### config.mk
export PLATFORM = sky130hd
export DESIGN_NAME = ubx_frame_parser
export DESIGN_NICKNAME = d
export VERILOG_FILES = /design/src/ubx_fp_pkg.sv /design/src/ubx_fp_cfg.sv /design/src/ubx_fp_fsm.sv /design/src/ubx_fp_obuf.sv /design/src/ubx_frame_parser.sv
export VERILOG_INCLUDE_DIRS = /design/src /design/src/src
export SDC_FILE = /design/constraint.sdc
export NUM_CORES = 1
export LEC_CHECK = 0
export BUFFER_PORTS_ARGS = -buffer_cell sky130_fd_sc_hd__buf_2
export CAP_MARGIN = 20
export CORE_ASPECT_RATIO = 1.2
export CORE_MARGIN = 2
export CORE_UTILIZATION = 60
export DETAILED_ROUTE_END_ITERATION = 7
export PLACE_DENSITY = 0.8
export SLEW_MARGIN = 15
export SYNTH_ARGS = -nofsm -noshare
export SYNTH_HDL_FRONTEND = slang
export SYNTH_SLANG_ARGS = --single-unit
### constraint.sdc
create_clock -name clk -period 9.3 [get_ports clk]
set_clock_uncertainty 0.2 [all_clocks]
set_input_delay 0 -clock clk [delete_from_list [all_inputs] [get_ports clk]]
set_output_delay 0 -clock clk [all_outputs]
set_load 0.01 [all_outputs]
### src/ubx_frame_parser_defines.svh
// Assertion macros shared by the UBX frame parser modules.
// No dependencies; included by every file that carries assertions.
`ifndef UBX_FRAME_PARSER_DEFINES_SVH
`define UBX_FRAME_PARSER_DEFINES_SVH

// Same-cycle implication, disabled while reset is asserted.
`define UBX_ASSERT_NOW(label, clk, rst_n, ante, cons, msg) \
  label: assert property (@(posedge clk) disable iff (!rst_n) (ante) |-> (cons)) \
    else $error(msg);

// Next-cycle implication, disabled while reset is asserted.
`define UBX_ASSERT_NEXT(label, clk, rst_n, ante, cons, msg) \
  label: assert property (@(posedge clk) disable iff (!rst_n) (ante) |=> (cons)) \
    else $error(msg);

`endif

### src/ubx_fp_pkg.sv
// Package for the UBX frame parser: parse phases, event codes, constants and structs.
// No dependencies; used by every module of the block.
`timescale 1ns / 1ps
`default_nettype none

package ubx_fp_pkg;

  // Sync pattern that opens every frame.
  localparam logic [7:0] SYNC_FIRST  = 8'hB5;
  localparam logic [7:0] SYNC_SECOND = 8'h62;

  // Configuration register indexes.
  localparam logic [1:0] CFG_CLASS  = 2'd0;
  localparam logic [1:0] CFG_ID     = 2'd1;
  localparam logic [1:0] CFG_LENGTH = 2'd2;

  // Configuration reset values.
  localparam logic [7:0]  RST_CLASS  = 8'd1;
  localparam logic [7:0]  RST_ID     = 8'd7;
  localparam logic [15:0] RST_LENGTH = 16'd92;

  // Parser phases.
  typedef enum logic [3:0] {
    PH_SYNC1   = 4'd0,
    PH_SYNC2   = 4'd1,
    PH_CLASS   = 4'd2,
    PH_ID      = 4'd3,
    PH_LEN1    = 4'd4,
    PH_LEN2    = 4'd5,
    PH_PAYLOAD = 4'd6,
    PH_CKA     = 4'd7,
    PH_CKB     = 4'd8
  } phase_t;

  // Frame event codes.
  typedef enum logic [1:0] {
    EV_NONE   = 2'd0,
    EV_GOOD   = 2'd1,
    EV_CKERR  = 2'd2,
    EV_REJECT = 2'd3
  } frame_ev_t;

  // Active configuration values.
  typedef struct packed {
    logic [7:0]  expected_class;
    logic [7:0]  expected_id;
    logic [15:0] expected_length;
  } cfg_t;

  // One result transaction.
  typedef struct packed {
    logic        payload_valid;
    logic [7:0]  payload_data;
    logic [15:0] payload_index;
    frame_ev_t   frame_event;
  } result_t;

endpackage

`default_nettype wire

### src/ubx_fp_cfg.sv
// Configuration registers of the UBX frame parser (class, id, length).
// Depends on ubx_fp_pkg.
`timescale 1ns / 1ps
`default_nettype none

module ubx_fp_cfg (
  input  wire logic              clk,
  input  wire logic              rst_n,
  input  wire logic              cfg_we,
  input  wire logic [1:0]        cfg_index,
  input  wire logic [15:0]       cfg_wdata,
  output ubx_fp_pkg::cfg_t       cfg
);

  ubx_fp_pkg::cfg_t cfg_r;
  ubx_fp_pkg::cfg_t cfg_nxt;

  // Decode the register write; unused indexes are ignored.
  always_comb begin
    cfg_nxt = cfg_r;
    if (cfg_we) begin
      case (cfg_index)
        ubx_fp_pkg::CFG_CLASS:  cfg_nxt.expected_class  = cfg_wdata[7:0];
        ubx_fp_pkg::CFG_ID:     cfg_nxt.expected_id     = cfg_wdata[7:0];
        ubx_fp_pkg::CFG_LENGTH: cfg_nxt.expected_length = cfg_wdata;
        default:                cfg_nxt = cfg_r;
      endcase
    end
  end

  always_ff @(posedge clk) begin
    if (!rst_n) begin
      cfg_r.expected_class  <= ubx_fp_pkg::RST_CLASS;
      cfg_r.expected_id     <= ubx_fp_pkg::RST_ID;
      cfg_r.expected_length <= ubx_fp_pkg::RST_LENGTH;
    end else begin
      cfg_r <= cfg_nxt;
    end
  end

  assign cfg = cfg_r;

endmodule

`default_nettype wire

### src/ubx_fp_fsm.sv
// Frame state machine and Fletcher checksum of the UBX frame parser.
// Depends on ubx_fp_pkg and ubx_frame_parser_defines.svh.
`timescale 1ns / 1ps
`default_nettype none
`include "ubx_frame_parser_defines.svh"

module ubx_fp_fsm (
  input  wire logic              clk,
  input  wire logic              rst_n,
  input  wire logic              accept,
  input  wire logic [7:0]        rx_byte,
  input  wire ubx_fp_pkg::cfg_t  cfg,
  output ubx_fp_pkg::result_t    res
);

  ubx_fp_pkg::phase_t phase_r, phase_nxt;
  logic [7:0]  sum_a_r, sum_a_nxt;
  logic [7:0]  sum_b_r, sum_b_nxt;
  logic [15:0] decl_len_r, decl_len_nxt;
  logic [15:0] byte_pos_r, byte_pos_nxt;

  // Checksum update for the current byte, and helpers for the length phases.
  logic [7:0]  add_a;
  logic [7:0]  add_b;
  logic [15:0] full_len;
  logic [15:0] pos_inc;

  assign add_a    = sum_a_r + rx_byte;
  assign add_b    = sum_b_r + add_a;
  assign full_len = {rx_byte, decl_len_r[7:0]};
  assign pos_inc  = byte_pos_r + 16'd1;

  // Next-state logic.
  always_comb begin
    phase_nxt    = phase_r;
    sum_a_nxt    = sum_a_r;
    sum_b_nxt    = sum_b_r;
    decl_len_nxt = decl_len_r;
    byte_pos_nxt = byte_pos_r;
    case (phase_r)
      ubx_fp_pkg::PH_SYNC1: begin
        if (rx_byte == ubx_fp_pkg::SYNC_FIRST) phase_nxt = ubx_fp_pkg::PH_SYNC2;
      end
      ubx_fp_pkg::PH_SYNC2: begin
        phase_nxt = (rx_byte == ubx_fp_pkg::SYNC_SECOND) ? ubx_fp_pkg::PH_CLASS
                                                          : ubx_fp_pkg::PH_SYNC1;
      end
      ubx_fp_pkg::PH_CLASS: begin
        if (rx_byte != cfg.expected_class) begin
          phase_nxt = ubx_fp_pkg::PH_SYNC1;
        end else begin
          sum_a_nxt = rx_byte;
          sum_b_nxt = rx_byte;
          phase_nxt = ubx_fp_pkg::PH_ID;
        end
      end
      ubx_fp_pkg::PH_ID: begin
        if (rx_byte != cfg.expected_id) begin
          phase_nxt = ubx_fp_pkg::PH_SYNC1;
        end else begin
          sum_a_nxt = add_a;
          sum_b_nxt = add_b;
          phase_nxt = ubx_fp_pkg::PH_LEN1;
        end
      end
      ubx_fp_pkg::PH_LEN1: begin
        decl_len_nxt = {8'd0, rx_byte};
        sum_a_nxt    = add_a;
        sum_b_nxt    = add_b;
        phase_nxt    = ubx_fp_pkg::PH_LEN2;
      end
      ubx_fp_pkg::PH_LEN2: begin
        decl_len_nxt = full_len;
        if (full_len != cfg.expected_length) begin
          phase_nxt = ubx_fp_pkg::PH_SYNC1;
        end else begin
          sum_a_nxt    = add_a;
          sum_b_nxt    = add_b;
          byte_pos_nxt = 16'd0;
          phase_nxt    = (full_len == 16'd0) ? ubx_fp_pkg::PH_CKA
                                             : ubx_fp_pkg::PH_PAYLOAD;
        end
      end
      ubx_fp_pkg::PH_PAYLOAD: begin
        sum_a_nxt    = add_a;
        sum_b_nxt    = add_b;
        byte_pos_nxt = pos_inc;
        if (pos_inc >= decl_len_r) phase_nxt = ubx_fp_pkg::PH_CKA;
      end
      ubx_fp_pkg::PH_CKA: begin
        phase_nxt = (rx_byte != sum_a_r) ? ubx_fp_pkg::PH_SYNC1 : ubx_fp_pkg::PH_CKB;
      end
      ubx_fp_pkg::PH_CKB: begin
        phase_nxt = ubx_fp_pkg::PH_SYNC1;
      end
      default: begin
        phase_nxt = ubx_fp_pkg::PH_SYNC1;
      end
    endcase
  end

  // Result for the byte being accepted.
  always_comb begin
    res               = '0;
    res.frame_event   = ubx_fp_pkg::EV_NONE;
    case (phase_r)
      ubx_fp_pkg::PH_CLASS: begin
        if (rx_byte != cfg.expected_class) res.frame_event = ubx_fp_pkg::EV_REJECT;
      end
      ubx_fp_pkg::PH_ID: begin
        if (rx_byte != cfg.expected_id) res.frame_event = ubx_fp_pkg::EV_REJECT;
      end
      ubx_fp_pkg::PH_LEN2: begin
        if (full_len != cfg.expected_length) res.frame_event = ubx_fp_pkg::EV_REJECT;
      end
      ubx_fp_pkg::PH_PAYLOAD: begin
        res.payload_valid = 1'b1;
        res.payload_data  = rx_byte;
        res.payload_index = byte_pos_r;
      end
      ubx_fp_pkg::PH_CKA: begin
        if (rx_byte != sum_a_r) res.frame_event = ubx_fp_pkg::EV_CKERR;
      end
      ubx_fp_pkg::PH_CKB: begin
        res.frame_event = (rx_byte == sum_b_r) ? ubx_fp_pkg::EV_GOOD
                                               : ubx_fp_pkg::EV_CKERR;
      end
      default: begin
        res.frame_event = ubx_fp_pkg::EV_NONE;
      end
    endcase
  end

  // State advances only when a transaction is accepted.
  always_ff @(posedge clk) begin
    if (!rst_n) begin
      phase_r    <= ubx_fp_pkg::PH_SYNC1;
      sum_a_r    <= 8'd0;
      sum_b_r    <= 8'd0;
      decl_len_r <= 16'd0;
      byte_pos_r <= 16'd0;
    end else if (accept) begin
      phase_r    <= phase_nxt;
      sum_a_r    <= sum_a_nxt;
      sum_b_r    <= sum_b_nxt;
      decl_len_r <= decl_len_nxt;
      byte_pos_r <= byte_pos_nxt;
    end
  end

  // Payload bytes come only from the payload phase.
  `UBX_ASSERT_NOW(a_payload_phase, clk, rst_n, res.payload_valid, phase_r == ubx_fp_pkg::PH_PAYLOAD, "payload byte outside payload phase")
  // A good frame is only reported on the second checksum byte.
  `UBX_ASSERT_NOW(a_good_on_ckb, clk, rst_n, res.frame_event == ubx_fp_pkg::EV_GOOD, phase_r == ubx_fp_pkg::PH_CKB, "good event outside second checksum byte")
  // After the second checksum byte the parser hunts for sync again.
  `UBX_ASSERT_NEXT(a_ckb_to_sync, clk, rst_n, accept && (phase_r == ubx_fp_pkg::PH_CKB), phase_r == ubx_fp_pkg::PH_SYNC1, "no return to sync hunting after frame end")
  // Each accepted payload byte advances the position by one.
  `UBX_ASSERT_NEXT(a_pos_step, clk, rst_n, accept && (phase_r == ubx_fp_pkg::PH_PAYLOAD), byte_pos_r == 16'($past(byte_pos_r) + 16'd1), "payload position did not advance")

endmodule

`default_nettype wire

### src/ubx_fp_obuf.sv
// Output register with a skid stage for the UBX frame parser result channel.
// Depends on ubx_fp_pkg and ubx_frame_parser_defines.svh.
`timescale 1ns / 1ps
`default_nettype none
`include "ubx_frame_parser_defines.svh"

module ubx_fp_obuf (
  input  wire logic              clk,
  input  wire logic              rst_n,
  input  wire logic              push,
  input  wire ubx_fp_pkg::result_t res_in,
  output logic                   in_stall,
  output logic                   out_valid,
  input  wire logic              out_stall,
  output ubx_fp_pkg::result_t    res_out
);

  logic                out_valid_r, out_valid_nxt;
  logic                skid_valid_r, skid_valid_nxt;
  ubx_fp_pkg::result_t out_res_r, out_res_nxt;
  ubx_fp_pkg::result_t skid_res_r, skid_res_nxt;
  logic                out_free;

  // The output register can load when it is empty or being taken this cycle.
  assign out_free = !out_valid_r || !out_stall;

  // Fill and drain of the two stages.
  always_comb begin
    out_valid_nxt  = out_valid_r;
    skid_valid_nxt = skid_valid_r;
    out_res_nxt    = out_res_r;
    skid_res_nxt   = skid_res_r;
    if (out_free) begin
      if (skid_valid_r) begin
        out_res_nxt    = skid_res_r;
        out_valid_nxt  = 1'b1;
        skid_valid_nxt = 1'b0;
      end else if (push) begin
        out_res_nxt   = res_in;
        out_valid_nxt = 1'b1;
      end else begin
        out_valid_nxt = 1'b0;
      end
    end else if (push) begin
      skid_res_nxt   = res_in;
      skid_valid_nxt = 1'b1;
    end
  end

  always_ff @(posedge clk) begin
    if (!rst_n) begin
      out_valid_r  <= 1'b0;
      skid_valid_r <= 1'b0;
    end else begin
      out_valid_r  <= out_valid_nxt;
      skid_valid_r <= skid_valid_nxt;
    end
  end

  // Payload registers carry no reset.
  always_ff @(posedge clk) begin
    out_res_r  <= out_res_nxt;
    skid_res_r <= skid_res_nxt;
  end

  assign in_stall  = skid_valid_r;
  assign out_valid = out_valid_r;
  assign res_out   = out_res_r;

  // A held skid entry always sits behind a full output register.
  `UBX_ASSERT_NOW(a_skid_behind_out, clk, rst_n, skid_valid_r, out_valid_r, "skid entry without output entry")
  // The skid stage only fills when the output register is held.
  `UBX_ASSERT_NEXT(a_skid_fill, clk, rst_n, !skid_valid_r && !(out_valid_r && out_stall), !skid_valid_r, "skid filled while output was free")

endmodule

`default_nettype wire

### src/ubx_frame_parser.sv
// UBX frame parser, one received byte per transaction on the input channel.
//
// Input channel: in_valid / in_stall / in_rx_byte. A byte is taken at a rising
// edge where in_valid is high and in_stall is low.
// Result channel: out_valid / out_stall plus the payload fields and the frame
// event. Every accepted byte yields exactly one result transaction.
// Configuration: cfg_we / cfg_index / cfg_wdata set the expected class, id and
// payload length; write them only while the parser is idle.
// Each result is registered in the output register, or in the skid stage.
// Throughput: one byte per cycle while in_stall is low; the parse state and
// the 8-bit checksum update sit between the input port and the output register.
// Stall: when the receiver stalls, one more result lands in a skid stage and
// in_stall rises the next cycle; in_stall comes straight from a flop.
// Reset (synchronous, active low): parser hunts for the first sync byte,
// checksum and counters clear, registers return to class 1, id 7, length 92,
// and both output stages empty.
// Depends on ubx_fp_pkg, ubx_fp_cfg, ubx_fp_fsm and ubx_fp_obuf.
`timescale 1ns / 1ps
`default_nettype none

module ubx_frame_parser (
  input  wire logic        clk,
  input  wire logic        rst_n,
  input  wire logic        in_valid,
  output logic             in_stall,
  input  wire logic [7:0]  in_rx_byte,
  output logic             out_valid,
  input  wire logic        out_stall,
  output logic             out_payload_valid,
  output logic [7:0]       out_payload_data,
  output logic [15:0]      out_payload_index,
  output logic [1:0]       out_frame_event,
  input  wire logic        cfg_we,
  input  wire logic [1:0]  cfg_index,
  input  wire logic [15:0] cfg_wdata
);

  ubx_fp_pkg::cfg_t    cfg;
  ubx_fp_pkg::result_t res_comb;
  ubx_fp_pkg::result_t res_out;
  logic                accept;

  // Input transaction handshake.
  assign accept = in_valid && !in_stall;

  ubx_fp_cfg u_cfg (
    .clk       (clk),
    .rst_n     (rst_n),
    .cfg_we    (cfg_we),
    .cfg_index (cfg_index),
    .cfg_wdata (cfg_wdata),
    .cfg       (cfg)
  );

  ubx_fp_fsm u_fsm (
    .clk     (clk),
    .rst_n   (rst_n),
    .accept  (accept),
    .rx_byte (in_rx_byte),
    .cfg     (cfg),
    .res     (res_comb)
  );

  ubx_fp_obuf u_obuf (
    .clk       (clk),
    .rst_n     (rst_n),
    .push      (accept),
    .res_in    (res_comb),
    .in_stall  (in_stall),
    .out_valid (out_valid),
    .out_stall (out_stall),
    .res_out   (res_out)
  );

  // Unpack the result onto the output ports.
  assign out_payload_valid = res_out.payload_valid;
  assign out_payload_data  = res_out.payload_data;
  assign out_payload_index = res_out.payload_index;
  assign out_frame_event   = res_out.frame_event;

endmodule

`default_nettype wire

==> flow_summary.toml, run 1 <==
[synth]
synth_cells = 764
syn_area_mm2 = 0.007574
async_flop_share = 0
yosysWarnings = 0
synth_fp_nets = 828
ys_ff_latch = 140
synth-main-ff-cell = "dfxtp_1"
ys_types = 74
syn_avg_cell_area_um2 = 9.913
synth-seq-area-share = 0.4414
synth_edf_count = 54

[clock_tree]
cts_htree_levels = 4
clk-insertion-delay-late_ps = 430
root_buffer = "clkbuf_16"
numCtsBuffers = 17
ctsResizeCount = 0
cts_num_sinks = 140
clk_pin_slew_ps = 60
tritoncts = "yes"
clock_path_buffers = 2

[sta]
hold_violations = 0
finalSetupTns_ps = 0
setup_viol = 0
grt_setup_unrepaired = "false"
worstMarginPinSlew_ps = 1097
timing.final.crit_period_ps = 3867
relSlewSlack = 0.2683
setup_ws_ps = 5433
slew_violations = 0
timing.fmax_mhz = 258.6
min_period_over_period = 0.4158

[grt]
grt_max_degree = 69
antenna_found_initial = 0
globalRouteOverflowTotal = 0
grt_pass1_wl_mm = 29.17
grt_util_all_layers = 0.2723
grt_pass1_vias = 6040

[final_layout]
instances_no_fill = 1023
syn_to_final_growth_pct = 17.73
finish.instance_area_mm2 = 0.008916
fin_nets = 913
diodes = 0
drive_above_1_share = 0.1787

[job]
drv_cap = 0

[drt]
dr.pass1.iters = 6
wl_per_cell_um = 17.55
antenna_left = 0
drc_errors = 0
routed_wl_mm = 17.95
drt-vias-per-instance = 5.993
initialDrtViolationCount = 524
via_count = 6131

[worst_setup_path]
cp.required_ps = 9380
endpoint_kind = "register"
rr_startpoint = "u_fsm.byte_pos_r[0]"
startpoint = "u_fsm.byte_pos_r[0]"
crit_arrival_ps = 3950
path_class = "register to register"
path_delay_family = "simple AND/OR/NAND/NOR gates"
path_max_fanout = 7
start_kind = "register"
path_buf_inv = 0
critPathSlowestCell = "o41ai_4"
worstPathCellList = "ha_1, nand3_1, nor2_1, and2_1, and3_1, xor2_1, ha_1, and4_1, nand4_1, o32ai_1, o41ai_4, mux2i_1, nor2_1"
worst_path_largest_cell_delay_ps = 520

[placed_design]
io_buffers = 59
place_inst = 946
post-dp-hpwl_mm = 11.81
gp_congestion = 0.9165
post-place-ws_ps = 5532
postPlaceCellArea_mm2 = 0.007915

[die]
die-area_mm2 = 0.01354
die_w_um = 106.6
start_util = 0.6197
die_y_um = 127.1
num_rows = 44
core_area_mm2 = 0.01222
ioPinCount = 60

[power]
ir_drop_mv = 0.1488
leakage_uw = 0.003508
power.density_mw_per_mm2 = 209.3

[hold_path]
hp-start = "cfg_we"
hp-class = "input port to register"

[run_status]
status = "complete, no violations"
==> logic make-up after synthesis <==
kind of cell,after synthesis,share of synthesized area
AO/OA/AOI/OAI,170,0.1593
AND/OR/NAND/NOR,240,0.1616
XOR/XNOR,65,0.07798
multiplexers,43,0.06096
adder cells (fa/ha/maj),33,0.05650
flip-flops,140,0.4414
buffers and inverters,73,0.04229
==> cell usage in the layout (no fill, tap or decap), types with 8 or more instances in the layout <==
| cell | instances |
|---|---|
| dlygate4sd3_1 | 45 |
| nor2_1 | 37 |
| o21ai_0 | 24 |
| xnor2_1 | 19 |
| clkbuf_16 | 17 |
| mux2i_1 | 18 |
| xor2_1 | 44 |
| ha_1 | 31 |
| nand2_1 | 92 |
| and2_1 | 27 |
| inv_1 | 27 |
| buf_2 | 59 |
| a21oi_1 | 53 |
| nor3_1 | 8 |
| dfxtp_1 | 86 |
| edfxtp_1 | 54 |
| a31oi_1 | 9 |
| mux2_2 | 25 |
| a211oi_1 | 9 |
| nand3_1 | 23 |
==> timing repair <==
action | 4_1_cts | 5_1_grt
setup buffers | 0 | 0
hold endpoints to repair | 106 | 0
endpoints found under the setup margin | 0 | 0
hold buffers | 45 | 0
==> synth_stat cells (all sizes together) (8+ instances only) <==
cell	count	share of area
edfxtp	54	0.21
xnor2	19	0.022
a31oi	9	0.0074
nor3	9	0.0066
xor2	45	0.053
mux2i	18	0.024
nand3	23	0.015
buf	20	0.016
mux2	25	0.037
o21ai	27	0.018
nor2	39	0.020
dfxtp	86	0.23
nand2	92	0.046
inv	29	0.014
a311oi	13	0.020
a211oi	10	0.0099
a21oi	60	0.043
nor4	10	0.014
nand4	8	0.0086
clkbuf	24	0.012
and2	28	0.023
ha	31	0.051
==> flip-flops by register name (all words and copies together), names as in the netlist <==
signal and cells:
u_cfg.cfg 32, u_fsm.byte_pos_r 16, u_fsm.decl_len_r 16, u_fsm.phase_r 4, u_fsm.sum_a_r 8, u_fsm.sum_b_r 8
u_obuf.in_stall 1, u_obuf.out_valid 1, u_obuf.res_out 27, u_obuf.skid_res_r 27
==> metal layers <==
metal | wire length (um) | GRT usage | vias to the layer above | part of all wire
met5 | 0 | 0 | - | 0
met4 | 473 | 0.1054 | 0 | 0.026
met3 | 1086 | 0.05153 | 47 | 0.061
met2 | 9421 | 0.4830 | 244 | 0.52
met1 | 6967 | 0.3256 | 2918 | 0.39
li1 | - | - | 2922 | -
==> layout make-up <==
cell class | count | area, um2
clock buffers | 18 | 439.2
clock inverters | 14 | 111.4
fillers | 865 | 3306
inverters | 29 | 108.9
multi-input cells | 551 | 3921
flip-flops and latches | 140 | 3343
well taps | 161 | 201.4
repair buffers | 110 | 790.8
==> worst paths after layout <==
path / endpoint / slack, ps / cells past startpoint
worst max-delay path: u_fsm.phase_r[3] / 5430 / 13
worst min-delay path: u_cfg.cfg[24] / 9 / 5
worst max register to register: u_fsm.phase_r[3] / 5430 / 13
worst min register to register: u_fsm.decl_len_r[8] / 250 / 2
==> power by group <==
group	total (uW)	internal (uW)	switching [uW]	leakage, uW
logic	501	207	294	0.00203
registers	737	687	49.2	0.00120
clock network	629	352	276	0.000273
==> worst reg2reg max path: cells and delay by family (launching register included) <==
| kind | cells | cell delay, ps |
|---|---|---|
| adders and majority gates | 2 | 530 |
| xor gates and xnor gates | 1 | 170 |
| DFF | 1 | 440 |
| and+or+nand+nor | 7 | 1480 |
| muxes | 1 | 250 |
| AOI/OAI and AO/OA | 2 | 650 |
==> through the flow <==
| stage | util | hold WS [ps] | power, uW |
|---|---|---|---|
| detailed placement | 0.6476 | 47.75 | 1225 |
| finish | 0.7295 | 9.276 | 1866 |
| CTS | 0.7295 | 7.926 | 1858 |
| global placement | 0.6476 | 42.58 | 1208 |
| floorplan | - | -76.03 | 1125 |
| global route | 0.7295 | 37.26 | 1949 |
Power figures use the tool's default switching activity.
==> run 2: changes to the inputs <==
CORE_UTILIZATION = 55   (was 60)
PLACE_DENSITY = 0.77   (was 0.8)
clock period = 3.4 ns   (was 9.3 ns; I/O delays follow)
==> run 2 against run 1 <==
Effect of this change:
- via count rose by 1.6%
- first-iteration DRC count is 7.8% lower
- flip-flop and latch count unchanged
- largest power group unchanged
- critical path type unchanged
- global-route usage fell by 1.4 points
- utilization is 4.1 points lower
- sequential power grew to 2.7 times the previous value
- wire length up 6.1%
- cell area grew 3.1%
==> flow_summary.toml, run 2 (synthesized netlist as in run 1, its figures left out) <==
[placed_design]
post-dp-hpwl_mm = 12.69
gp_congestion = 0.9412
place_inst = 971
io_buffers = 59
postPlaceCellArea_mm2 = 0.008059

[drt]
via_count = 6229
drt-vias-per-instance = 5.944
drc_errors = 0
routed_wl_mm = 19.04
dr.pass1.iters = 5
antenna_left = 0
initialDrtViolationCount = 483
wl_per_cell_um = 18.16

[run_status]
status = "complete, no violations"

[final_layout]
final_common_cell = "nand2_1"
drive_above_1_share = 0.2148
final_cell_mix = "91 x nand2_1, 82 x dfxtp_1, 59 x buf_2, 54 x edfxtp_1, 51 x a21oi_1"
fillers = 1006
diodes = 0
fin_nets = 931
syn_to_final_growth_pct = 21.38
finish.instance_area_mm2 = 0.009193
fin_util = 0.6884
seqCellArea_mm2 = 0.003353
multi_input_area_mm2 = 0.003989
largest_reg_flops = 32
instances_no_fill = 1048

[sta]
timing.fmax_mhz = 307.3
timing.final.crit_period_ps = 3254
hold_violations = 0
min_period_over_period = 0.9571
relSlewSlack = 0.3495
worstMarginPinSlew_ps = 972.1
slew_violations = 0
setup_viol = 0
grt_setup_unrepaired = "false"

[worst_setup_path]
rr_startpoint = "u_fsm.byte_pos_r[0]"
cp.required_ps = 3470
startpoint = "u_fsm.byte_pos_r[0]"
path_max_fanout = 7
rr_worst_depth = 13
start_kind = "register"
endpoint = "u_fsm.phase_r[0]"
endpoint_kind = "register"
path_class = "register to register"
reg2reg_to = "u_fsm.phase_r[0]"
r2r_slack_ps = 150
crit_arrival_ps = 3320

[grt]
grt_util_all_layers = 0.2588
antenna_found_initial = 0
grt_max_degree = 38
grt_pass1_wl_mm = 30.75
grt_pass1_vias = 6258
globalRouteOverflowTotal = 0

[die]
start_util = 0.5672
die_y_um = 132.5
core_area_mm2 = 0.01335
num_rows = 46
ioPinCount = 60
die_w_um = 111.1
die-area_mm2 = 0.01473

[clock_tree]
cts_htree_levels = 4
clock_path_buffers = 2
cts_num_sinks = 140
numCtsBuffers = 17
clk-insertion-delay-late_ps = 420
root_buffer = "clkbuf_16"
clk_pin_slew_ps = 60
tritoncts = "yes"

[power]
p_sw_frac = 0.3218
p_comb_frac = 0.277
p_clk_frac = 0.350
leakage_uw = 0.003653
power.density_mw_per_mm2 = 580.9
switchingPower_uw = 1718
ir_drop_mv = 0.3993
p_int_uw = 3621
p_seq_frac = 0.374

[job]
drv_cap = 0

[hold_path]
hp-class = "input port to register"
[run 2: how the worst min path moves through the flow]
| stage | endpoint | depth (start not counted) | slack, ps | startpoint |
|---|---|---|---|---|
| after global placement | u_cfg.cfg[14] | 3 | 40 | cfg_wdata[14] |
| after floorplan | u_cfg.cfg[4] | 2 | -80 | cfg_wdata[4] |
| final | u_cfg.cfg[5] | 5 | 20 | cfg_we |
| after detailed placement | u_cfg.cfg[11] | 3 | 50 | cfg_wdata[11] |
| after global routing | u_cfg.cfg[24] | 5 | 50 | cfg_we |
| after CTS | u_cfg.cfg[5] | 5 | 10 | cfg_we |
[run 2: what timing repair did]
item / CTS / global route
pin swaps: 2 / 4
gates resized for setup: 9 / 11
hold endpoints to repair: 103 / 0
setup buffers: 0 / 1
endpoints found under the setup margin: 4 / 6
hold buffers: 44 / 0
[run 2: stage by stage]
| stage | hold slack (ps) | total power [uW] | setup WS, ps | TNS (ps) |
|---|---|---|---|---|
| floorplan | -76.03 | 3076 | 97.82 | 0 |
| global placement | 40.94 | 3354 | 83.73 | 0 |
| detailed placement | 48.94 | 3408 | -61.40 | -174.4 |
| CTS | 11.51 | 5296 | 7.130 | 0 |
| global route | 51.64 | 5567 | 3.220 | 0 |
| finish | 18.36 | 5340 | 146.0 | 0 |
[run 2: worst max-delay path, stage by stage (launching register included)]
cell and delay, ps:
dfxtp_4 390, nand2_1 100, nor3_4 250, and3_4 230, and3_1 210, xor2_1 240, ha_1 200, and4_4 220
nand4_1 110, o32ai_2 340, o41ai_4 120, buf_4 190, a311oi_2 210, a211oi_1 80
[run 2: area by class of cell]
type,instances,share of cell area
Multi-Input combinational cell,551,0.4339
Sequential cell,140,0.3648
Timing Repair Buffer,128,0.1004
Clock buffer,22,0.05866
Tap cell,168,0.02287
Inverter,29,0.01184
Clock inverter,10,0.007486
[run 2: power by group through the flow]
stage | logic (uW) | registers, uW | clock network (uW)
6_report | 1480 | 2000 | 1870
2_1_floorplan | 1070 | 2010 | 0
4_1_cts | 1420 | 1990 | 1880
5_1_grt | 1600 | 2010 | 1960
3_3_place_gp | 1330 | 2020 | 0
3_5_place_dp | 1380 | 2030 | 0
[run 2: per-layer routing]
metal / global-route usage / vias up / part of all wire
met5: 0 / - / 0
met4: 0.1235 / 0 / 0.037
met3: 0.05955 / 66 / 0.056
met2: 0.4666 / 226 / 0.51
met1: 0.2883 / 2972 / 0.39
li1: - / 2965 / -
==> run 3: changes to the inputs <==
BUFFER_PORTS_ARGS = default   (was -buffer_cell sky130_fd_sc_hd__buf_2)
CORE_UTILIZATION = 58   (was 55)
CTS_BUF_LIST = sky130_fd_sc_hd__clkbuf_8 sky130_fd_sc_hd__clkbuf_16   (was default)
DONT_BUFFER_PORTS = 1   (was default)
PLACE_DENSITY = 0.76   (was 0.77)
==> run 3 against run 2 <==
Effect of this change:
- sequential power up 2%
- largest cell class unchanged
- critical endpoint is now u_fsm.sum_b_r[6]
- via count is 2.4% lower
- first-iteration DRC count increased by 11%
- hold slack gained 6.9 ps
- critical path type unchanged
==> flow_summary.toml, run 3 (synthesized netlist as in run 1, its figures left out) <==
[run_status]
status = "complete, no violations"

[grt]
globalRouteOverflowTotal = 0
grt_pass1_wl_mm = 31.68
grt_util_all_layers = 0.2944
antenna_found_initial = 0
grt_max_degree = 44
grt_pass1_vias = 6356

[clock_tree]
root_buffer = "clkbuf_16"
numCtsBuffers = 17
tritoncts = "yes"
cts_htree_levels = 4
cts_num_sinks = 140
clk-insertion-delay-late_ps = 420
clk_pin_slew_ps = 60
clock_path_buffers = 2

[die]
die-area_mm2 = 0.01399
core_area_mm2 = 0.01272
start_util = 0.5952
ioPinCount = 60
die_w_um = 108.3
num_rows = 45
die_y_um = 129.2

[job]
drv_cap = 0

[sta]
min_period_over_period = 0.9619
finalSetupTns_ps = 0
setup_viol = 0
hold_violations = 0
relSlewSlack = 0.2967
timing.final.crit_period_ps = 3270
worstMarginPinSlew_ps = 1051
slew_violations = 0
timing.fmax_mhz = 305.8

[final_layout]
syn_to_final_growth_pct = 17.15
final_cell_mix = "92 x nand2_1, 83 x dfxtp_1, 54 x edfxtp_1, 53 x a21oi_1, 49 x dlygate4sd3_1"
fillers = 976
largest_reg_flops = 32
fin_nets = 872
drive_above_1_share = 0.1413
fin_util = 0.6972
diodes = 0
final_common_cell = "nand2_1"

[drt]
initialDrtViolationCount = 537
routed_wl_mm = 19.53
drc_errors = 0
dr.pass1.iters = 5
antenna_left = 0
via_count = 6082
drt-vias-per-instance = 6.175
wl_per_cell_um = 19.82

[placed_design]
gp_congestion = 0.9445
io_buffers = 0
post-dp-hpwl_mm = 12.17

[worst_setup_path]
path_max_fanout = 3
path_class = "register to register"
crit_arrival_ps = 3390
endpoint_kind = "register"
start_kind = "register"
cp.required_ps = 3520

[power]
leakage_uw = 0.003438
ir_drop_mv = 0.3787
power.density_mw_per_mm2 = 595.9

[hold_path]
hp-class = "input port to register"
[run 3: cell types whose count changed in the layout (fill, tap and decap cells not counted), moves of 2 or more]
cell,before,now
buf_2,59,0
buf_4,25,18
dlygate4sd3_1,44,49
a21oi_1,51,53
a21oi_2,9,7
clkbuf_16,21,19
clkinv_2,4,2
clkinvlp_4,1,3
dfxtp_4,2,0
dlymetal6s4s_1,0,2
[run 3: path summary, 6_finish.rpt]
kind                  startpoint                   to  slack [ps]  cells after the start
max             u_fsm.sum_a_r[0]     u_fsm.sum_b_r[6]         130                     11
min                in_rx_byte[6]     u_fsm.sum_a_r[7]          30                      5
max reg2reg     u_fsm.sum_a_r[0]     u_fsm.sum_b_r[6]         130                     11
min reg2reg  u_fsm.decl_len_r[8]  u_fsm.decl_len_r[8]         250                      2
[run 3: area by class of cell]
class	count	area [um2]	share of cell area
multi-input cells	551	3964	0.4468
clock inverters	12	107.6	0.01213
flip-flops and latches	140	3347	0.3772
clock buffers	20	489.2	0.05514
well taps	164	205.2	0.02313
inverters	29	108.9	0.01227
repair buffers	69	650.6	0.07333
[run 3: worst max-delay path: stages (launching register included)]
cell	delay [ps]
dfxtp_1	350
ha_1	210
inv_1	70
fa_1	510
inv_1	80
fa_1	450
a211oi_1	320
o21bai_1	130
a21oi_1	200
xnor2_1	100
a2111o_1	420
o211a_1	130
[run 3: stage by stage]
stage | power (uW) | std cells | worst slack [ps] | instance area (um2) | hold slack (ps)
floorplan | 3076 | 764 | 97.82 | 7574 | -76.03
global placement | 3259 | 900 | 90.43 | 7699 | -129.6
detailed placement | 3322 | 900 | -13.89 | 7699 | -127.9
CTS | 5251 | 982 | 4.233 | 8803 | 0.5588
global route | 5508 | 985 | -33.91 | 8872 | 39.89
finish | 5287 | 985 | 129.7 | 8872 | 25.25
[run 3: power by group]
part	total (uW)	internal (uW)	switching (uW)
sequential	2040	1880	157
combinational	1380	576	806
clock	1860	1110	750
total	5290	3570	1710
[run 3: timing repair]
action | 4_1_cts | 5_1_grt
hold endpoints to repair | 156 | 1
endpoints found under the setup margin | 3 | 6
pin swaps | 1 | 2
hold buffers | 49 | 2
gates resized for setup | 2 | 11
setup buffers | 1 | 1
[run 3: layer usage]
metal  global-route usage  vias to the layer above  routed length (um)
met5                    0                        -                   0
met4               0.1561                        0                 695
met1               0.3252                     2928                7590
met2               0.5183                      255               10180
met3              0.07596                       58                1059
li1                     -                     2841                   -
